==> src/sv/cbid_pkg.sv <==
`timescale 1ns / 1ps
// Package for the character buffer insert/delete unit: transaction payload types,
// request codes and the control bundle broadcast to the cells. No dependencies.
package cbid_pkg;

	localparam logic [1:0] REQ_INSERT = 2'd0;
	localparam logic [1:0] REQ_DELETE = 2'd1;
	localparam logic [1:0] REQ_READ   = 2'd2;

	localparam logic [6:0] BUF_LEN_RESET = 7'd64;

	typedef struct packed {
		logic [1:0] req_type;
		logic [5:0] position;
		logic [7:0] char_value;
	} req_t;

	typedef struct packed {
		logic       success;
		logic [7:0] read_byte;
	} resp_t;

	// Command seen by every cell in the cycle a request is accepted. The
	// operation flags are already qualified by the position range check.
	typedef struct packed {
		logic       do_insert;
		logic       do_delete;
		logic       do_read;
		logic [7:0] value;
	} cell_ctl_t;

endpackage

==> src/sv/cbid_cell.sv <==
`timescale 1ns / 1ps
// One byte slot of the character buffer chain. Shifts from either neighbour,
// ripples the delete match prefix and the read data. Depends on cbid_pkg.
module cbid_cell #(
	parameter int IDX        = 0,
	parameter int IDX_W      = 6,
	parameter int LEN_W      = 7
) (
	input  logic               clk,
	input  logic               arst_n,
	input  cbid_pkg::cell_ctl_t ctl,
	input  logic [IDX_W-1:0]   pos,
	input  logic [LEN_W-1:0]   len,
	input  logic [7:0]         left_data,
	input  logic [7:0]         right_data,
	input  logic               found_in,
	output logic               found_out,
	input  logic [7:0]         rd_in,
	output logic [7:0]         rd_out,
	output logic [7:0]         data
);
	import cbid_pkg::*;

	logic [7:0] data_q;
	logic       in_use;
	logic       is_last;
	logic       before_end;
	logic       at_pos;
	logic       after_pos;
	logic       from_pos;
	logic       match;

	assign in_use     = LEN_W'(IDX) < len;
	assign is_last    = LEN_W'(IDX + 1) == len;
	assign before_end = LEN_W'(IDX + 1) < len;
	assign at_pos     = IDX_W'(IDX) == pos;
	assign after_pos  = IDX_W'(IDX) > pos;
	assign from_pos   = !(IDX_W'(IDX) < pos);

	// The last slot in use never takes part in the search.
	assign match     = ctl.do_delete && from_pos && before_end && (data_q == ctl.value);
	assign found_out = found_in | match;

	assign rd_out = rd_in | ((ctl.do_read && at_pos) ? data_q : 8'd0);
	assign data   = data_q;

	always_ff @(posedge clk or negedge arst_n) begin
		if (!arst_n) begin
			data_q <= 8'd0;
		end else if (ctl.do_insert) begin
			if (at_pos) begin
				data_q <= ctl.value;
			end else if (after_pos && in_use) begin
				data_q <= left_data;
			end
		end else if (ctl.do_delete) begin
			// Slots from the first match onwards close the gap; the last slot
			// in use is cleared on every delete whether or not a match was found.
			if ((found_in || match) && before_end) begin
				data_q <= right_data;
			end else if (is_last) begin
				data_q <= 8'd0;
			end
		end
	end

endmodule

==> src/sv/char_buffer_insert_delete_unit.sv <==
`timescale 1ns / 1ps
// Character buffer with insert, delete-first-match and read requests.
// Response: registered at the edge that accepts the request.
// Throughput: one request per cycle while responses are taken, set by the single
// ripple of the match prefix along the chain of byte cells.
// Reset: all slots cleared to zero at once and the used length set to 64; no clearing pass.
// Depends on cbid_pkg and cbid_cell.
module char_buffer_insert_delete_unit #(
	parameter int MAX_LENGTH = 64
) (
	input  logic           clk,
	input  logic           arst_n,
	input  logic           in_valid,
	output logic           in_ready,
	input  cbid_pkg::req_t in_item,
	output logic           out_valid,
	input  logic           out_ready,
	output cbid_pkg::resp_t out_item,
	input  logic           cfg_valid,
	output logic           cfg_ready,
	input  logic [6:0]     cfg_data
);
	import cbid_pkg::*;

	localparam int IDX_W = $clog2(MAX_LENGTH);
	localparam int LEN_W = $clog2(MAX_LENGTH + 1);
	localparam int CW    = (LEN_W > 7) ? LEN_W : 7;

	logic [6:0]       buffer_length_q;
	logic             out_valid_q;
	resp_t            out_item_q;
	logic [CW-1:0]    len_wide;
	logic [LEN_W-1:0] elen;
	logic             pos_ok;
	logic [IDX_W-1:0] pos_idx;
	logic             accept;
	cell_ctl_t        ctl;
	resp_t            resp;

	logic [7:0] cell_data [MAX_LENGTH];
	logic       found     [MAX_LENGTH+1];
	logic [7:0] rd_chain  [MAX_LENGTH+1];

	assign cfg_ready = 1'b1;

	always_ff @(posedge clk or negedge arst_n) begin
		if (!arst_n) begin
			buffer_length_q <= BUF_LEN_RESET;
		end else if (cfg_valid && cfg_ready) begin
			buffer_length_q <= cfg_data;
		end
	end

	// Effective length saturates at the number of physical slots.
	assign len_wide = (CW'(buffer_length_q) > CW'(MAX_LENGTH)) ? CW'(MAX_LENGTH)
	                                                           : CW'(buffer_length_q);
	assign elen     = LEN_W'(len_wide);
	assign pos_ok   = CW'(in_item.position) < len_wide;
	assign pos_idx  = IDX_W'(in_item.position);

	assign in_ready = !out_valid_q || out_ready;
	assign accept   = in_valid && in_ready;

	always_comb begin
		ctl.do_insert = accept && pos_ok && (in_item.req_type == REQ_INSERT);
		ctl.do_delete = accept && pos_ok && (in_item.req_type == REQ_DELETE);
		ctl.do_read   = accept && pos_ok && (in_item.req_type == REQ_READ);
		ctl.value     = in_item.char_value;
	end

	assign found[0]    = 1'b0;
	assign rd_chain[0] = 8'd0;

	for (genvar i = 0; i < MAX_LENGTH; i++) begin : g_cell
		logic [7:0] left_d;
		logic [7:0] right_d;
		if (i == 0) begin : g_first
			assign left_d = 8'd0;
		end else begin : g_mid_l
			assign left_d = cell_data[i-1];
		end
		if (i == MAX_LENGTH - 1) begin : g_last
			assign right_d = 8'd0;
		end else begin : g_mid_r
			assign right_d = cell_data[i+1];
		end
		cbid_cell #(
			.IDX       (i),
			.IDX_W     (IDX_W),
			.LEN_W     (LEN_W)
		) u_cell (
			.clk       (clk),
			.arst_n    (arst_n),
			.ctl       (ctl),
			.pos       (pos_idx),
			.len       (elen),
			.left_data (left_d),
			.right_data(right_d),
			.found_in  (found[i]),
			.found_out (found[i+1]),
			.rd_in     (rd_chain[i]),
			.rd_out    (rd_chain[i+1]),
			.data      (cell_data[i])
		);
	end

	always_comb begin
		resp.read_byte = rd_chain[MAX_LENGTH];
		case (in_item.req_type)
			REQ_INSERT: resp.success = pos_ok;
			REQ_DELETE: resp.success = found[MAX_LENGTH];
			REQ_READ:   resp.success = pos_ok;
			default:    resp.success = 1'b0;
		endcase
	end

	always_ff @(posedge clk or negedge arst_n) begin
		if (!arst_n) begin
			out_valid_q <= 1'b0;
		end else if (accept) begin
			out_valid_q <= 1'b1;
		end else if (out_ready) begin
			out_valid_q <= 1'b0;
		end
	end

	always_ff @(posedge clk) begin
		if (accept) begin
			out_item_q <= resp;
		end
	end

	assign out_valid = out_valid_q;
	assign out_item  = out_item_q;

	// An out-of-range position must fail and report a zero byte.
	a_range_fail: assert property (@(posedge clk) disable iff (!arst_n)
		accept && !pos_ok |=> out_valid && !out_item.success && out_item.read_byte == 8'd0)
		else $error("out-of-range request did not fail cleanly");

	// Only read transactions may return a non-zero byte.
	a_non_read_zero: assert property (@(posedge clk) disable iff (!arst_n)
		accept && in_item.req_type != REQ_READ |=> out_item.read_byte == 8'd0)
		else $error("non-read transaction returned data");

	// An accepted insert lands its byte at the requested slot.
	a_insert_lands: assert property (@(posedge clk) disable iff (!arst_n)
		ctl.do_insert |=> cell_data[$past(pos_idx)] == $past(in_item.char_value))
		else $error("inserted byte not found at its position");

	// A read returns what the addressed slot held when it was accepted.
	a_read_value: assert property (@(posedge clk) disable iff (!arst_n)
		ctl.do_read |=> out_item.success && out_item.read_byte == $past(cell_data[pos_idx]))
		else $error("read returned the wrong byte");

endmodule
==> config.mk <==
export PLATFORM = sky130hd
export DESIGN_NAME = char_buffer_insert_delete_unit
export DESIGN_NICKNAME = d
export VERILOG_FILES = /design/src/sv/cbid_pkg.sv /design/src/sv/cbid_cell.sv /design/src/sv/char_buffer_insert_delete_unit.sv
export SDC_FILE = /design/constraint.sdc
export NUM_CORES = 2
export LEC_CHECK = 0
export BUFFER_PORTS_ARGS = -buffer_cell sky130_fd_sc_hd__buf_4
export CAP_MARGIN = 40
export CORE_UTILIZATION = 35
export DETAILED_ROUTE_END_ITERATION = 8
export PLACE_DENSITY = 0.61
export SKIP_CTS_REPAIR_TIMING = 1
export SLEW_MARGIN = 20
export SYNTH_ARGS = -nofsm -noshare
export SYNTH_HDL_FRONTEND = slang
export SYNTH_SLANG_ARGS = --single-unit
==> constraint.sdc <==
create_clock -name clk -period 5.7 [get_ports clk]
set_input_delay 1.14 -clock clk [delete_from_list [all_inputs] [get_ports clk]]
set_output_delay 1.14 -clock clk [all_outputs]
set_load 0.01 [all_outputs]
==> flow_summary_export.csv <==
group,metric,value,unit
worst_setup_path,path_class,"reg2reg",
timing,clock-skew-final,0.0196,ns
synthesis,syn_area_per_cell,8.55,µm²
timing,rsz0062_at_grt,"false",
die,die_y,355,µm
die,start_util,35.3,%
timing,setup_violations,0,
timing,worstMarginPinSlew,0.981,ns
synthesis,synth_area_leaders,"dfrtp_1 30%, a21oi_1 7.1%, mux2i_1 7.1%, mux2_2 6.7%, xor2_1 5.4%",
place,io_buffers,38,
clocking,tritoncts,"built",
route,ant_nets,0,
worst_setup_path,cp_common_cell,"buf_4",
synthesis,syn_inst,5106,
timing,fin_crit_sh,92.4,%
worst_setup_path,critical_path.slowest_cell,"o311ai_1",
timing,slew_violations,0,
worst_setup_path,worst_ep_arrival_time,5.84,ns
clocking,cts.sinks,529,
worst_setup_path,worstSetupStartpointType,"register",
route,route.detailed.drc,0,
run,drv_cap,0,
synthesis,netlist_top_cells_count,"619 x a21oi_1, 548 x nand2_1, 519 x dfrtp_1",
synthesis,ys_warn_count,0,
synthesis,synth_top_cell_by_area,"dfrtp_1",
synthesis,synth_edf_count,9,
hold_path,hold_class,"in2async",
timing,min_period,5.27,ns
place,gp_congestion,1.13,
worst_setup_path,critical_path_required,6.28,ns
route,wl_met1,133,mm
route,viasPerCell,6.91,
final_layout,final_util,42.2,%
clocking,cts_root_buf,"clkbuf_16",
timing,hold_viol,0,
place,dp_cells,7040,
pwr,powerDensity,286,nW/µm²
clocking,ctsHtreeMaxLevel,3,
route,num_vias,49677,
synthesis,synth-seq-cells,529,
die,die_w,355,µm
synthesis,syn-cell-area,43700,µm²
pwr,vdd_ir_drop_max,0.320,mV
final_layout,nNetsFinal,5508,
route,met3_length,38.1,mm
route,first_pass_iters,7,
final_layout,fin_cells,7185,
route,wl_met2,130,mm
synthesis,synth_top_cell_area_share,29.8,%
synthesis,ys_seq_area_share,30.4,%
timing,clock.fmax,190,MHz
die,core,124000,µm²
clocking,cts_buffers,67,
place,hpwl,253,mm
clocking,path_clk_slew,0.07,ns
synthesis,synth.most_common_cell,"a21oi_1",
synthesis,synth_nets,5139,
die,io_pins,40,
route,drtIter0Drc,8293,
global_route,grt_antenna_before_repair,51,
die,std_cell_rows,129,
final_layout,drive_above_1_share,21.9,%
route,top_layer_used,"met5",
clocking,clock_path_buffers,3,
route,wl_per_cell,45.0,µm
global_route,grt_pass1_wl,428,mm
timing,tns,0,ns
global_route,grt_start_max_net_pins,113,
outcome,outcome,"finished clean",
final_layout,syn2layout_area_growth,19.5,%
timing,slew-limit-headroom,34.6,%
worst_setup_path,slowest_delay,0.72,ns
global_route,grt_use_total,50.0,%
synthesis,yosysUniqueCellTypes,115,
clocking,clk_latency,0.71,ns
die,die_area,126000,µm²
global_route,overflow,0,
worst_setup_path,endpoint_kind,"register",
worst_setup_path,crit_path_max_fanout,10,
pwr,leakage,20.5,nW
synthesis,synth-async-reset-ratio,98.3,%
synthesis,ys.flop_type,"dfrtp_1",
timing,hold_ws,0.523,ns
worst_setup_path,path_cells,"buf_4 > or2_1 > a221oi_2 > nor4_1 > buf_4 > a31oi_2 > nand4bb_4 > nand2b_1 > or4_4 > o311ai_1 > buf_4 > a21oi_1 > a2bb2oi_1",
route,wl,323,mm
global_route,grt_pass1_vias,45907,
## logic make-up (layout without fill, tap and decap cells)
logic type | count (synthesis) | count (layout) | synth area share [%]
other | 1 | 20 | 0.00859
XOR/XNOR | 504 | 504 | 10.1
flip-flops | 529 | 529 | 30.4
multiplexers | 577 | 577 | 14.1
adder cells (fa/ha/maj) | 5 | 5 | 0.143
AO/OA/AOI/OAI | 1652 | 1652 | 25.1
AND/OR/NAND/NOR | 1356 | 1356 | 14.5
buffers and inverters | 482 | 905 | 5.62
## area by class of cell
class | count | area [µm²]
inverters | 77 | 289
well taps | 1637 | 2050
diodes | 19 | 47.5
clock inverters | 23 | 335
multi-input cells | 4095 | 28200
fillers | 12557 | 71400
repair buffers | 705 | 5990
clock buffers | 100 | 2030
flip-flops and latches | 529 | 13300
## metrics by stage
step / total power, mW / cell area (µm²) / setup WS (ns)
4_1_cts: 14.6 / 52100 / 0.509
5_1_grt: 15.1 / 52100 / 0.431
2_1_floorplan: 7.22 / 43700 / 1.06
3_3_place_gp: 9.86 / 49500 / 0.319
3_5_place_dp: 9.91 / 49700 / 0.246
6_report: 14.9 / 52200 / 0.431
## power by group
part,switching (mW),internal (mW),leakage [nW]
Sequential,2.20,4.33,6.90
Clock,1.91,2.79,1.16
Combinational,2.26,1.41,12.5
## state kept, by name (all words and copies together) (netlist names)
name / count
g_cell.u_cell.data: 512
out_valid: 1
buffer_length_q: 7
out_item: 9
## worst max-delay path, delay by kind of cell, from the launching register on
family / cells / cell delay [ns]
AO/OA/AOI/OAI: 5 / 1.98
buffers and inverters: 3 / 0.80
flip-flops: 1 / 0.68
AND/OR/NAND/NOR: 5 / 1.65
## final timing paths
path                            slack (ns)                       from                   endpoint  cells past startpoint
worst min-delay path                  0.52                     arst_n  g_cell[35].u_cell.data[2]                      1
min in group clk                      0.55  g_cell[63].u_cell.data[3]  g_cell[63].u_cell.data[3]                      2
worst max-delay path                  0.43         buffer_length_q[2]  g_cell[41].u_cell.data[3]                     13
max in group asynchronous             3.88                     arst_n   g_cell[7].u_cell.data[7]                      2
worst max register to register        0.43         buffer_length_q[2]  g_cell[41].u_cell.data[3]                     13
worst min register to register        0.55  g_cell[63].u_cell.data[3]  g_cell[63].u_cell.data[3]                      2
## cells in the final DEF (no fill, tap or decap), types with 237 or more instances in the layout
cell and n:
o21ai_0 280, a21oi_1 619, xnor2_1 237, xor2_1 267
nor2_1 338, nand2_1 547, dfrtp_1 518, buf_4 638
mux2i_1 308, mux2_2 261
## metal layers
layer / vias to the layer above / track usage, %
met5: - / 0
met4: 42 / 28.3
met3: 873 / 15.1
met2: 3827 / 69.9
met1: 25242 / 67.7
li1: 19693 / -
(Power assumes the default switching activity.)
